## src/hdl/sbeh_pkg.sv

```systemverilog
package sbeh_pkg;

    localparam int ID_BITS_DEF   = 16;
    localparam int FRAC_BITS_DEF = 16;

    localparam int COORD_W   = 32;
    localparam int RADIUS_W  = 12;
    localparam int CFG_IDX_W = 3;
    // Grown corners and end points need two bits above a coordinate.
    localparam int GEOM_W    = COORD_W + 2;
    localparam int RECT_FLDS = 4;

    localparam logic [CFG_IDX_W-1:0] CFG_START_X = 3'd0;
    localparam logic [CFG_IDX_W-1:0] CFG_START_Y = 3'd1;
    localparam logic [CFG_IDX_W-1:0] CFG_MOVE_X  = 3'd2;
    localparam logic [CFG_IDX_W-1:0] CFG_MOVE_Y  = 3'd3;
    localparam logic [CFG_IDX_W-1:0] CFG_RADIUS  = 3'd4;

    typedef enum logic [1:0] {
        FACE_LEFT,
        FACE_RIGHT,
        FACE_TOP,
        FACE_BOTTOM
    } face_t;

    typedef enum logic [3:0] {
        ST_IDLE,
        ST_GROW,
        ST_CHECK,
        ST_SCAN,
        ST_DIV,
        ST_MUL,
        ST_UPDATE,
        ST_EMIT
    } state_t;

    typedef struct packed {
        logic  load;
        logic  grow;
        logic  check;
        logic  div_start;
        logic  mul;
        logic  update;
        logic  emit;
        face_t face;
    } cmd_t;

    typedef struct packed {
        logic [3:0] face_mask;
        logic       last;
        logic       better;
        logic       div_done;
        logic       out_busy;
    } status_t;

endpackage

```

## src/hdl/swept_box_earliest_hit.sv

```systemverilog
// Finds where a point moving from (start_x, start_y) along (move_x, move_y) first crosses
// a face of any rectangle in a query, each rectangle grown by radius whole units on every
// side. Rectangles arrive one per transaction on the slave stream, tlast closing the query;
// one result per query leaves on the master stream, tuser carrying the hit flag. A
// rectangle is loaded, grown and checked, then its faces are scanned; each face it
// crosses (at most two) goes through the shared restoring divider, one quotient bit a
// cycle, and each new earliest crossing adds a multiply and an update. The rectangle
// closing a query then emits once the output is free, and no rectangle is taken before
// the last is done. Configuration writes take effect at once and belong between queries.
module swept_box_earliest_hit #(
    parameter int ID_BITS   = sbeh_pkg::ID_BITS_DEF,
    parameter int FRAC_BITS = sbeh_pkg::FRAC_BITS_DEF
) (
    input  logic                                  aclk,
    input  logic                                  aresetn,
    input  logic                                  s_tvalid,
    output logic                                  s_tready,
    // rect_left, rect_top, rect_right, rect_bottom, rect_id, zero padding
    input  logic [((sbeh_pkg::RECT_FLDS * sbeh_pkg::COORD_W + ID_BITS + 7) / 8) * 8 - 1:0]
                                                  s_tdata,
    input  logic                                  s_tlast,
    output logic                                  m_tvalid,
    input  logic                                  m_tready,
    // hit_fraction, point_x, point_y, normal_code, hit_id, zero padding
    output logic [((FRAC_BITS + 1 + 2 * sbeh_pkg::COORD_W + 2 + ID_BITS + 7) / 8) * 8 - 1:0]
                                                  m_tdata,
    // hit
    output logic                                  m_tuser,
    input  logic                                  cfg_valid,
    output logic                                  cfg_ready,
    input  logic [sbeh_pkg::CFG_IDX_W-1:0]        cfg_addr,
    input  logic [sbeh_pkg::COORD_W-1:0]          cfg_data
);

    localparam int CW       = sbeh_pkg::COORD_W;
    localparam int OUT_USED = (FRAC_BITS + 1) + 2 * CW + 2 + ID_BITS;
    localparam int OUT_W    = ((OUT_USED + 7) / 8) * 8;

    logic signed [CW-1:0]                  start_x_reg, start_y_reg, move_x_reg, move_y_reg;
    logic        [sbeh_pkg::RADIUS_W-1:0]  radius_reg;

    sbeh_pkg::cmd_t    cmd;
    sbeh_pkg::status_t status;

    logic                  hit;
    logic [FRAC_BITS:0]    hit_fraction;
    logic signed [CW-1:0]  point_x, point_y;
    logic [1:0]            normal_code;
    logic [ID_BITS-1:0]    hit_id;

    assign cfg_ready = aresetn;

    always_ff @(posedge aclk) begin
        if (!aresetn) begin
            start_x_reg <= '0;
            start_y_reg <= '0;
            move_x_reg  <= '0;
            move_y_reg  <= '0;
            radius_reg  <= '0;
        end else if (cfg_valid && cfg_ready) begin
            case (cfg_addr)
                sbeh_pkg::CFG_START_X: start_x_reg <= cfg_data;
                sbeh_pkg::CFG_START_Y: start_y_reg <= cfg_data;
                sbeh_pkg::CFG_MOVE_X:  move_x_reg  <= cfg_data;
                sbeh_pkg::CFG_MOVE_Y:  move_y_reg  <= cfg_data;
                sbeh_pkg::CFG_RADIUS:  radius_reg  <= cfg_data[sbeh_pkg::RADIUS_W-1:0];
                default: begin
                end
            endcase
        end
    end

    sbeh_ctrl u_ctrl (
        .aclk     (aclk),
        .aresetn  (aresetn),
        .in_valid (s_tvalid),
        .in_ready (s_tready),
        .status   (status),
        .cmd      (cmd)
    );

    sbeh_dp #(
        .ID_BITS   (ID_BITS),
        .FRAC_BITS (FRAC_BITS)
    ) u_dp (
        .aclk         (aclk),
        .aresetn      (aresetn),
        .cmd          (cmd),
        .status       (status),
        .start_x      (start_x_reg),
        .start_y      (start_y_reg),
        .move_x       (move_x_reg),
        .move_y       (move_y_reg),
        .radius       (radius_reg),
        .rect_left    ($signed(s_tdata[0*CW +: CW])),
        .rect_top     ($signed(s_tdata[1*CW +: CW])),
        .rect_right   ($signed(s_tdata[2*CW +: CW])),
        .rect_bottom  ($signed(s_tdata[3*CW +: CW])),
        .rect_id      (s_tdata[sbeh_pkg::RECT_FLDS*CW +: ID_BITS]),
        .last_rect    (s_tlast),
        .out_ready    (m_tready),
        .out_valid    (m_tvalid),
        .hit          (hit),
        .hit_fraction (hit_fraction),
        .point_x      (point_x),
        .point_y      (point_y),
        .normal_code  (normal_code),
        .hit_id       (hit_id)
    );

    assign m_tdata = OUT_W'({hit_id, normal_code, point_y, point_x, hit_fraction});
    assign m_tuser = hit;

endmodule

```

## src/hdl/sbeh_div.sv

```systemverilog
module sbeh_div #(
    parameter int FRAC_BITS = sbeh_pkg::FRAC_BITS_DEF
) (
    input  logic                         aclk,
    input  logic                         aresetn,
    input  logic                         start,
    input  logic [sbeh_pkg::COORD_W-1:0] num,
    input  logic [sbeh_pkg::COORD_W-1:0] den,
    output logic [FRAC_BITS-1:0]         quo,
    output logic                         done
);

    localparam int CW   = sbeh_pkg::COORD_W;
    localparam int CNTW = $clog2(FRAC_BITS + 1);

    logic [CW-1:0]        rem_reg;
    logic [CW-1:0]        den_reg;
    logic [FRAC_BITS-1:0] quo_reg;
    logic [CNTW-1:0]      cnt_reg;
    logic                 done_reg;

    logic [CW:0] rem2;
    logic [CW:0] diff;
    logic        ge;

    // The numerator is always below the divisor, so the remainder stays below it too
    // and one bit of headroom is enough for the doubled remainder.
    assign rem2 = {rem_reg, 1'b0};
    assign diff = rem2 - {1'b0, den_reg};
    assign ge   = (rem2 >= {1'b0, den_reg});

    always_ff @(posedge aclk) begin
        if (!aresetn) begin
            cnt_reg  <= '0;
            done_reg <= 1'b0;
        end else if (start) begin
            cnt_reg  <= CNTW'(FRAC_BITS);
            done_reg <= 1'b0;
        end else if (cnt_reg != '0) begin
            cnt_reg <= cnt_reg - 1'b1;
            if (cnt_reg == CNTW'(1)) begin
                done_reg <= 1'b1;
            end
        end
    end

    always_ff @(posedge aclk) begin
        if (start) begin
            rem_reg <= num;
            den_reg <= den;
            quo_reg <= '0;
        end else if (cnt_reg != '0) begin
            rem_reg <= ge ? diff[CW-1:0] : rem2[CW-1:0];
            quo_reg <= {quo_reg[FRAC_BITS-2:0], ge};
        end
    end

    assign quo  = quo_reg;
    assign done = done_reg;

endmodule

```

## src/hdl/sbeh_ctrl.sv

```systemverilog
module sbeh_ctrl (
    input  logic              aclk,
    input  logic              aresetn,
    input  logic              in_valid,
    output logic              in_ready,
    input  sbeh_pkg::status_t status,
    output sbeh_pkg::cmd_t    cmd
);

    sbeh_pkg::state_t state_reg;
    sbeh_pkg::state_t state_next;
    sbeh_pkg::face_t  face_reg;
    sbeh_pkg::face_t  face_next;
    sbeh_pkg::state_t after_faces;

    // Once the bottom face is done the rectangle is finished.
    assign after_faces = status.last ? sbeh_pkg::ST_EMIT : sbeh_pkg::ST_IDLE;

    always_ff @(posedge aclk) begin
        if (!aresetn) begin
            state_reg <= sbeh_pkg::ST_IDLE;
            face_reg  <= sbeh_pkg::FACE_LEFT;
        end else begin
            state_reg <= state_next;
            face_reg  <= face_next;
        end
    end

    always_comb begin
        logic advance;
        advance    = 1'b0;
        state_next = state_reg;
        face_next  = face_reg;
        case (state_reg)
            sbeh_pkg::ST_IDLE: begin
                if (in_valid) begin
                    state_next = sbeh_pkg::ST_GROW;
                end
            end
            sbeh_pkg::ST_GROW: begin
                state_next = sbeh_pkg::ST_CHECK;
            end
            sbeh_pkg::ST_CHECK: begin
                state_next = sbeh_pkg::ST_SCAN;
                face_next  = sbeh_pkg::FACE_LEFT;
            end
            sbeh_pkg::ST_SCAN: begin
                if (status.face_mask[face_reg]) begin
                    state_next = sbeh_pkg::ST_DIV;
                end else begin
                    advance = 1'b1;
                end
            end
            sbeh_pkg::ST_DIV: begin
                if (status.div_done) begin
                    if (status.better) begin
                        state_next = sbeh_pkg::ST_MUL;
                    end else begin
                        advance = 1'b1;
                    end
                end
            end
            sbeh_pkg::ST_MUL: begin
                state_next = sbeh_pkg::ST_UPDATE;
            end
            sbeh_pkg::ST_UPDATE: begin
                advance = 1'b1;
            end
            sbeh_pkg::ST_EMIT: begin
                if (!status.out_busy) begin
                    state_next = sbeh_pkg::ST_IDLE;
                end
            end
            default: begin
                state_next = sbeh_pkg::ST_IDLE;
            end
        endcase
        if (advance) begin
            if (face_reg == sbeh_pkg::FACE_BOTTOM) begin
                state_next = after_faces;
            end else begin
                state_next = sbeh_pkg::ST_SCAN;
                face_next  = sbeh_pkg::face_t'(face_reg + 2'd1);
            end
        end
    end

    always_comb begin
        cmd      = '0;
        cmd.face = face_reg;
        in_ready = 1'b0;
        case (state_reg)
            sbeh_pkg::ST_IDLE: begin
                // No transaction is taken while reset is held.
                in_ready = aresetn;
                cmd.load = in_valid && aresetn;
            end
            sbeh_pkg::ST_GROW: begin
                cmd.grow = 1'b1;
            end
            sbeh_pkg::ST_CHECK: begin
                cmd.check = 1'b1;
            end
            sbeh_pkg::ST_SCAN: begin
                cmd.div_start = status.face_mask[face_reg];
            end
            sbeh_pkg::ST_MUL: begin
                cmd.mul = 1'b1;
            end
            sbeh_pkg::ST_UPDATE: begin
                cmd.update = 1'b1;
            end
            sbeh_pkg::ST_EMIT: begin
                cmd.emit = !status.out_busy;
            end
            default: begin
                cmd.face = face_reg;
            end
        endcase
    end

endmodule

```

## src/hdl/sbeh_dp.sv

```systemverilog
module sbeh_dp #(
    parameter int ID_BITS   = sbeh_pkg::ID_BITS_DEF,
    parameter int FRAC_BITS = sbeh_pkg::FRAC_BITS_DEF
) (
    input  logic                                 aclk,
    input  logic                                 aresetn,
    input  sbeh_pkg::cmd_t                       cmd,
    output sbeh_pkg::status_t                    status,
    input  logic signed [sbeh_pkg::COORD_W-1:0]  start_x,
    input  logic signed [sbeh_pkg::COORD_W-1:0]  start_y,
    input  logic signed [sbeh_pkg::COORD_W-1:0]  move_x,
    input  logic signed [sbeh_pkg::COORD_W-1:0]  move_y,
    input  logic        [sbeh_pkg::RADIUS_W-1:0] radius,
    input  logic signed [sbeh_pkg::COORD_W-1:0]  rect_left,
    input  logic signed [sbeh_pkg::COORD_W-1:0]  rect_top,
    input  logic signed [sbeh_pkg::COORD_W-1:0]  rect_right,
    input  logic signed [sbeh_pkg::COORD_W-1:0]  rect_bottom,
    input  logic        [ID_BITS-1:0]            rect_id,
    input  logic                                 last_rect,
    input  logic                                 out_ready,
    output logic                                 out_valid,
    output logic                                 hit,
    output logic        [FRAC_BITS:0]            hit_fraction,
    output logic signed [sbeh_pkg::COORD_W-1:0]  point_x,
    output logic signed [sbeh_pkg::COORD_W-1:0]  point_y,
    output logic        [1:0]                    normal_code,
    output logic        [ID_BITS-1:0]            hit_id
);

    localparam int CW = sbeh_pkg::COORD_W;
    localparam int GW = sbeh_pkg::GEOM_W;
    localparam int PW = FRAC_BITS + CW + 1;

    function automatic logic signed [CW-1:0] sat_coord(input logic signed [GW-1:0] v);
        logic signed [CW-1:0] r;
        if (v[GW-1:CW-1] == '0 || v[GW-1:CW-1] == '1) begin
            r = v[CW-1:0];
        end else if (v[GW-1]) begin
            r = {1'b1, {(CW-1){1'b0}}};
        end else begin
            r = {1'b0, {(CW-1){1'b1}}};
        end
        return r;
    endfunction

    logic signed [CW-1:0]   left_reg, top_reg, right_reg, bottom_reg;
    logic [ID_BITS-1:0]     id_reg;
    logic                   last_reg;
    logic signed [GW-1:0]   ulx_reg, uly_reg, lrx_reg, lry_reg, ex_reg, ey_reg;
    logic [3:0]             mask_reg;
    logic signed [PW-1:0]   prod_x_reg, prod_y_reg;
    logic                   found_reg;
    logic [FRAC_BITS-1:0]   best_frac_reg;
    logic signed [CW-1:0]   best_px_reg, best_py_reg;
    sbeh_pkg::face_t        best_normal_reg;
    logic [ID_BITS-1:0]     best_id_reg;
    logic                   out_valid_reg;
    logic                   out_hit_reg;
    logic [FRAC_BITS:0]     out_frac_reg;
    logic signed [CW-1:0]   out_px_reg, out_py_reg;
    logic [1:0]             out_normal_reg;
    logic [ID_BITS-1:0]     out_id_reg;

    logic signed [GW-1:0]   grow_s, bx, by;
    logic                   y_overlap, x_overlap;
    logic [3:0]             mask_next;
    logic signed [GW-1:0]   num_w;
    logic [CW-1:0]          den_w;
    logic signed [CW:0]     neg_mx, neg_my;
    logic [FRAC_BITS-1:0]   quo;
    logic                   div_done;
    logic signed [FRAC_BITS:0] quo_s;
    logic signed [CW:0]     shift_x, shift_y;
    logic signed [GW-1:0]   sum_x, sum_y;

    assign grow_s = $signed({{(GW - sbeh_pkg::RADIUS_W - 16){1'b0}}, radius, 16'b0});
    assign bx     = GW'(start_x);
    assign by     = GW'(start_y);

    // A face only counts when the segment is not wholly beyond the other axis.
    assign y_overlap = !((by > lry_reg && ey_reg > lry_reg) || (by < uly_reg && ey_reg < uly_reg));
    assign x_overlap = !((bx > lrx_reg && ex_reg > lrx_reg) || (bx < ulx_reg && ex_reg < ulx_reg));

    always_comb begin
        mask_next[sbeh_pkg::FACE_LEFT]   = y_overlap && bx < ulx_reg && ex_reg > ulx_reg;
        mask_next[sbeh_pkg::FACE_RIGHT]  = y_overlap && bx > lrx_reg && ex_reg < lrx_reg;
        mask_next[sbeh_pkg::FACE_TOP]    = x_overlap && by < uly_reg && ey_reg > uly_reg;
        mask_next[sbeh_pkg::FACE_BOTTOM] = x_overlap && by > lry_reg && ey_reg < lry_reg;
    end

    assign neg_mx = -((CW+1)'(move_x));
    assign neg_my = -((CW+1)'(move_y));

    // Distance to the face line over the magnitude of the move component.
    always_comb begin
        case (cmd.face)
            sbeh_pkg::FACE_LEFT: begin
                num_w = ulx_reg - bx;
                den_w = move_x;
            end
            sbeh_pkg::FACE_RIGHT: begin
                num_w = bx - lrx_reg;
                den_w = neg_mx[CW-1:0];
            end
            sbeh_pkg::FACE_TOP: begin
                num_w = uly_reg - by;
                den_w = move_y;
            end
            sbeh_pkg::FACE_BOTTOM: begin
                num_w = by - lry_reg;
                den_w = neg_my[CW-1:0];
            end
            default: begin
                num_w = '0;
                den_w = '1;
            end
        endcase
    end

    sbeh_div #(
        .FRAC_BITS(FRAC_BITS)
    ) u_div (
        .aclk    (aclk),
        .aresetn (aresetn),
        .start   (cmd.div_start),
        .num     (num_w[CW-1:0]),
        .den     (den_w),
        .quo     (quo),
        .done    (div_done)
    );

    assign quo_s = $signed({1'b0, quo});

    // The arithmetic shift rounds toward minus infinity.
    assign shift_x = $signed(prod_x_reg[PW-1:FRAC_BITS]);
    assign shift_y = $signed(prod_y_reg[PW-1:FRAC_BITS]);
    assign sum_x   = GW'(shift_x) + GW'(start_x);
    assign sum_y   = GW'(shift_y) + GW'(start_y);

    always_ff @(posedge aclk) begin
        if (cmd.load) begin
            left_reg   <= rect_left;
            top_reg    <= rect_top;
            right_reg  <= rect_right;
            bottom_reg <= rect_bottom;
            id_reg     <= rect_id;
            last_reg   <= last_rect;
        end
        if (cmd.grow) begin
            ulx_reg <= GW'(left_reg) - grow_s;
            uly_reg <= GW'(top_reg) - grow_s;
            lrx_reg <= GW'(right_reg) + grow_s;
            lry_reg <= GW'(bottom_reg) + grow_s;
            ex_reg  <= GW'(start_x) + GW'(move_x);
            ey_reg  <= GW'(start_y) + GW'(move_y);
        end
        if (cmd.check) begin
            mask_reg <= mask_next;
        end
        if (cmd.mul) begin
            prod_x_reg <= PW'(quo_s) * PW'(move_x);
            prod_y_reg <= PW'(quo_s) * PW'(move_y);
        end
        if (cmd.update) begin
            best_frac_reg   <= quo;
            best_px_reg     <= sat_coord(sum_x);
            best_py_reg     <= sat_coord(sum_y);
            best_normal_reg <= cmd.face;
            best_id_reg     <= id_reg;
        end
        if (cmd.emit) begin
            out_hit_reg    <= found_reg;
            out_frac_reg   <= found_reg ? {1'b0, best_frac_reg} : '0;
            out_px_reg     <= found_reg ? best_px_reg : '0;
            out_py_reg     <= found_reg ? best_py_reg : '0;
            out_normal_reg <= found_reg ? best_normal_reg : 2'd0;
            out_id_reg     <= found_reg ? best_id_reg : '0;
        end
    end

    always_ff @(posedge aclk) begin
        if (!aresetn) begin
            found_reg     <= 1'b0;
            out_valid_reg <= 1'b0;
        end else begin
            if (cmd.update) begin
                found_reg <= 1'b1;
            end else if (cmd.emit) begin
                found_reg <= 1'b0;
            end
            if (cmd.emit) begin
                out_valid_reg <= 1'b1;
            end else if (out_ready) begin
                out_valid_reg <= 1'b0;
            end
        end
    end

    always_comb begin
        status.face_mask = mask_reg;
        status.last      = last_reg;
        status.better    = !found_reg || (quo < best_frac_reg);
        status.div_done  = div_done;
        status.out_busy  = out_valid_reg && !out_ready;
    end

    assign out_valid    = out_valid_reg;
    assign hit          = out_hit_reg;
    assign hit_fraction = out_frac_reg;
    assign point_x      = out_px_reg;
    assign point_y      = out_py_reg;
    assign normal_code  = out_normal_reg;
    assign hit_id       = out_id_reg;

endmodule

```

## config.mk

```make
export PLATFORM = sky130hd
export DESIGN_NAME = swept_box_earliest_hit
export DESIGN_NICKNAME = d
export VERILOG_FILES = /design/src/hdl/sbeh_pkg.sv /design/src/hdl/swept_box_earliest_hit.sv /design/src/hdl/sbeh_div.sv /design/src/hdl/sbeh_ctrl.sv /design/src/hdl/sbeh_dp.sv
export SDC_FILE = /design/constraint.sdc
export NUM_CORES = 2
export LEC_CHECK = 0
export ABC_AREA = 1
export ABC_CLOCK_PERIOD_IN_PS = 13000
export BUFFER_PORTS_ARGS = -buffer_cell sky130_fd_sc_hd__buf_2
export CORE_ASPECT_RATIO = 1.1
export CORE_MARGIN = 4
export CORE_UTILIZATION = 55
export CTS_CLUSTER_DIAMETER = 80
export DETAILED_ROUTE_END_ITERATION = 6
export HOLD_SLACK_MARGIN = 0.15
export PLACE_DENSITY = 0.72
export SLEW_MARGIN = 30
export SYNTH_ARGS = -nofsm -noshare
export SYNTH_HDL_FRONTEND = slang
export SYNTH_SLANG_ARGS = --single-unit
```

## constraint.sdc

```tcl
create_clock -name aclk -period 13 [get_ports aclk]
set_input_delay 1.95 -clock aclk [delete_from_list [all_inputs] [get_ports aclk]]
set_output_delay 1.95 -clock aclk [all_outputs]
set_load 0.01 [all_outputs]
```

# After elaboration in Yosys (flattened, before gate mapping)
# Cells that the tools add are included.
# word_totals
elab_cells,183
reg_bits,879
in_bits,185
# classes
magnitude_cmp,15
reduce_logical,42
eq_ne,23
bitwise_logic,1
mux,41
n_addsub,17
multipliers,2
# op_table
cell,count
32-bit case mux with 4 select lines,2
32-bit 2-to-1 mux,7
32-bit subtractor,5
34-bit by 33-bit > comparator with 1-bit output,4
34-bit by 33-bit less-than comparator with 1-bit output,4
17-bit by 32-bit multiplier with 49-bit output,2
33-bit by 32-bit adder with 34-bit output,2
32-bit by 29-bit adder with 33-bit output,2
32-bit by 32-bit adder with 33-bit output,2
32-bit by 33-bit > comparator with 1-bit output,2
32-bit by 33-bit less-than comparator with 1-bit output,2
32-bit by 29-bit subtractor with 33-bit output,2
32-bit negation,2
33-bit by 32-bit greater-or-equal comparator with 1-bit output,1
4-bit case mux with 8 select lines,1
4-bit 2-to-1 mux,7
4-bit by 3-bit == test with 1-bit output (second input constant),4
16-bit less-than comparator,1
1-bit 2-to-1 mux,16
1-bit logical AND,15
2-bit AND reduction,6
5-bit 2-to-1 mux,2
3-bit == test (second input constant),3
3-bit logical NOT,3
other kinds (27),44

# Logic depth before layout (Yosys ltp)
# depth
ltp_word,7
depth_mapped,29
depth_no_buf,27

# Modules after synthesis
# A second synthesis with hierarchy kept.
# hier_totals
cells_unflattened,12585
area_unflattened_um2,96797.8
# modules_own_cells
module,cells_each,n_inst,area_per_inst_um2
sbeh_dp,10766,1,84165.7
sbeh_div,905,1,6301.0
swept_box_earliest_hit,819,1,5785.5
sbeh_ctrl,95,1,545.5

# Worst setup path after synthesis
# OpenSTA, ideal clock, no wires.
# synth_path
path_kind,input to register
startpoint,input aresetn
endpoint,"register u_dp.bottom_reg[0], enable pin"
t_required_ns,12.349
setup_slack_ns,3.517
stages,5
path_buffers,3
t_arrival_ns,8.832
path_cell_list,clkbuf_1 clkbuf_1 clkbuf_1 nand2_1 nor2_1
# synth_lines
element,line,text
start: declaration,swept_box_earliest_hit.sv:15,"input logic aresetn,"
end signal: assignment,sbeh_dp.sv:145,bottom_reg <= rect_bottom;
end: declaration,sbeh_dp.sv:46,"logic signed [CW-1:0] left_reg, top_reg, right_reg, bottom_reg;"

# Final worst setup path
# layout_path
startpoint,register u_dp.u_div.quo_reg[3] (netlist: u_dp.u_div.quo[3])
endpoint,register u_dp.prod_x_reg[47] (data pin)
# layout_between
elab_chain_cells,1
# layout_rtl
element,line,text
start: declaration,sbeh_div.sv:18,logic [FRAC_BITS-1:0] quo_reg;
start signal: assignment,sbeh_div.sv:54,"quo_reg <= {quo_reg[FRAC_BITS-2:0], ge};"
17-bit by 32-bit multiplier with 49-bit output,sbeh_dp.sv:161,prod_x_reg <= PW'(quo_s) * PW'(move_x);
end signal: assignment,sbeh_dp.sv:161,
end: declaration,sbeh_dp.sv:51,"logic signed [PW-1:0] prod_x_reg, prod_y_reg;"
# No other way between the ends.
# A chain may end at the register's enable or synchronous reset.

==> impl_metrics.csv <==
group,metric,value,unit
outcome,status,"complete, but fails checks",
outcome,violations,"DRC",
clock_tree,cts_sinks,843,
yosys,netlist_top_cells_area,"edfxtp_1 (21%), fa_1 (21%), nand2_1 (12%)",
cells_and_area,multi_input_area,0.0594,mm²
yosys,synthTopCellsByCount,"nand2_1 (3122), inv_1 (2831), fa_1 (987)",
global_routing,grt_max_degree,126,
global_routing,antenna_found_initial,31,
worst_hold_path,holdCritPathClass,"flop to flop",
yosys,synth_warnings,0,
clock_tree,holdBufCountCts,0,
power_and_ir_drop,p_leak,54.4,nW
global_routing,grt_pass1_vias,84200,
place,place_area,0.0988,mm²
yosys,netlist_instances,12300,
routing,antenna_left,0,
yosys,synthFlopType,"edfxtp_1",
sta,fin_hold_ws,0.404,ns
die,ios,293,
cells_and_area,fin_nets,14300,
worst_setup_path,timing.rr.end,"u_dp.prod_x_reg[47]$_DFFE_PN_",
sta,hold_viol_final,0,
worst_setup_path,critPathKind,"flop to flop",
power_and_ir_drop,combinationalPowerShare,42.2,%
power_and_ir_drop,pwr-share-clk,24.3,%
worst_setup_path,worstPathMaxFanout,35,
clock_tree,post_cts_resized,0,
global_routing,grt_pass1_wl,522000,µm
clock_tree,cts_inserted_buffers,98,
routing,wl_per_cell,24.1,µm
power_and_ir_drop,internal_power,6.70,mW
die,dieArea,0.180,mm²
power_and_ir_drop,swShare,45.4,%
yosys,yosysSeqAreaShare,24.8,%
power_and_ir_drop,power,12.3,mW
sta,drv_slew,0,
yosys,async_flop_share,0,%
sta,rsz0062_at_grt,"false",
cells_and_area,area_growth,7.63,%
die,start_util,55.5,%
sta,fin_crit,7.24,ns
global_routing,grt_usage,39.1,%
yosys,avgSynthCellArea,7.77,µm²
worst_setup_path,cp_data_required_time,13.54,ns
worst_setup_path,arrival,7.78,ns
die,rows,159,
worst_setup_path,worst_setup_path_start_kind,"flop",
yosys,synth_edf_count,674,
yosys,synth_area,0.0951,mm²
yosys,synth.top_cell.area_share,21.3,%
flow_run,maxCapViolCount,0,
routing,drt_wl_total,355000,µm
sta,fmax,138,MHz
yosys,post-synth-top-count-cell,"nand2_1",
routing,vias,85000,
worst_setup_path,r2r_slack,5.76,ns
worst_setup_path,crit_path_end_kind,"flop",
sta,setup_tns,0,ns
clock_tree,cts_setup_buffers,0,
sta,worst_slack,5.76,ns
cells_and_area,n_fill_cell,15500,
clock_tree,cts_tree,"built",
clock_tree,clk_pin_slew_worst_paths,0.07,ns
cells_and_area,stdcell_area,0.102,mm²
yosys,synth_top_area_cell,"edfxtp_1",
worst_hold_path,hold_path_depth,0,
cells_and_area,drive_above_1_share,5.40,%
clock_tree,clk_path_buf_depth,3,
sta,slew_headroom,28.9,%
routing,drcViolationCount,2,
place,pre_cts_ws,5.81,ns
routing,via_per_inst,5.75,
place,portBuffers,286,
die,die_h,444,µm
clock_tree,cts_root_buf,"clkbuf_16",
routing,dr.first_iter.drc_count,9001,
die,die_w,405,µm
global_routing,grt_remaining_overflow,0,
place,dp_hpwl,284000,µm
worst_setup_path,reg2regPathDepth,20,
routing,firstDrtPassIters,7,
yosys,synthDistinctLibCells,63,
sta,tightest_slew,1.07,ns
sta,setup_viol,0,
power_and_ir_drop,seq_power_share,33.6,%
power_and_ir_drop,irDropWorstVdd,266,µV
place,routabilityCongestion,1.05,
die,coreArea,0.171,mm²
worst_hold_path,hold_path.startpoint,"u_dp.right_reg[10]$_DFFE_PP_",
clock_tree,clkLatencyLatePin,0.80,ns
yosys,ys_ff_latch,843,
worst_setup_path,r2r_start,"u_dp.u_div.quo[3]$_SDFFE_PP0P_",
power_and_ir_drop,p_per_area,120,mW/mm²
clock_tree,htreeDepth,3,
sta,skew,0.0663,ns
sta,finalCritPeriodShare,55.7,%
worst_hold_path,hold_path_end,"u_dp.lrx_reg[10]$_DFFE_PP_",
cells_and_area,regArea,0.0237,mm²
power_and_ir_drop,power_switching,5.56,mW
## area by class of cell
| type | instances | area share (%) |
|---|---|---|
| flip-flops and latches | 843 | 23.1 |
| well taps | 2254 | 2.75 |
| clock inverters | 64 | 0.764 |
| diodes | 41 | 0.100 |
| multi-input cells | 8207 | 58.0 |
| clock buffers | 121 | 2.63 |
| repair buffers | 392 | 2.19 |
| inverters | 2844 | 10.4 |
## power groups by stage
stage          logic, mW  registers [mW]  clock network [mW]
4_1_cts             5.06            4.09                3.02
6_report            5.17            4.12                2.98
5_1_grt             5.64            4.12                3.14
3_3_place_gp        4.94            4.13                   0
2_1_floorplan       3.43            3.85                   0
3_5_place_dp        5.03            4.13                   0
## critical path, cell delays in order, from the launching register on
cell      delay (ns)
dfxtp_2         0.93
buf_4           0.60
nand2_1         0.20
fa_1            0.60
inv_1           0.14
fa_1            0.85
fa_1            0.54
fa_1            0.51
fa_1            0.49
inv_1           0.05
fa_1            0.47
inv_1           0.04
ha_1            0.35
a21oi_1         0.26
o21ai_0         0.20
nand2_1         0.09
o311ai_0        0.12
a31oi_1         0.36
nand2_1         0.10
nand2_1         0.07
nand2_1         0.05
## layout by cell type (no fill, tap or decap), drive strengths merged, types with 121 or more instances in the layout
cell / count
buf: 392
edfxtp: 674
o21ai: 527
nor2: 681
inv: 2861
ha: 790
dfxtp: 169
nand2: 3132
xor2: 157
clkbuf: 121
a21oi: 756
nand3: 431
fa: 987
## cell families (layout without fill, tap and decap cells)
| logic type | after synthesis | after routing | synth area share [%] |
|---|---|---|---|
| AO/OA/AOI/OAI | 1604 | 1604 | 9.33 |
| XOR/XNOR | 261 | 261 | 2.43 |
| adder cells (fa/ha/maj) | 1777 | 1777 | 31.2 |
| buffers and inverters | 3205 | 3421 | 12.8 |
| flip-flops | 843 | 843 | 24.8 |
| other | 1 | 47 | 0.00394 |
| AND/OR/NAND/NOR | 4559 | 4559 | 19.4 |
## per-layer routing
metal	track usage, %	part of all wire, %	wire length [µm]
met3	8.92	10	36300
met2	60.8	44	158000
met1	49.3	38	135000
met4	24.9	7.4	26300
met5	0	0.019	69
## how the worst max path moves through the flow
stage,start,to,slack (ns),depth (start not counted)
2_1_floorplan,aresetn,u_dp.bottom_reg[0]$_DFFE_PP_,3.52,5
3_3_place_gp,u_dp.u_div.quo[3]$_SDFFE_PP0P_,u_dp.prod_x_reg[47]$_DFFE_PN_,5.90,20
3_5_place_dp,u_dp.u_div.quo[3]$_SDFFE_PP0P_,u_dp.prod_x_reg[47]$_DFFE_PN_,5.81,20
4_1_cts,u_dp.u_div.quo[3]$_SDFFE_PP0P_,u_dp.prod_x_reg[47]$_DFFE_PN_,5.85,20
5_1_grt,u_dp.u_div.quo[3]$_SDFFE_PP0P_,u_dp.prod_x_reg[47]$_DFFE_PN_,5.38,20
6_report,u_dp.u_div.quo[3]$_SDFFE_PP0P_,u_dp.prod_x_reg[47]$_DFFE_PN_,5.76,20
## per-stage QoR
step	util, %	std cells
after floorplan	-	12300
after global placement	57.7	14500
after detailed placement	57.7	14500
after CTS	59.7	14700
after global routing	59.7	14700
final	59.8	14800
(Power assumes the default switching activity.)
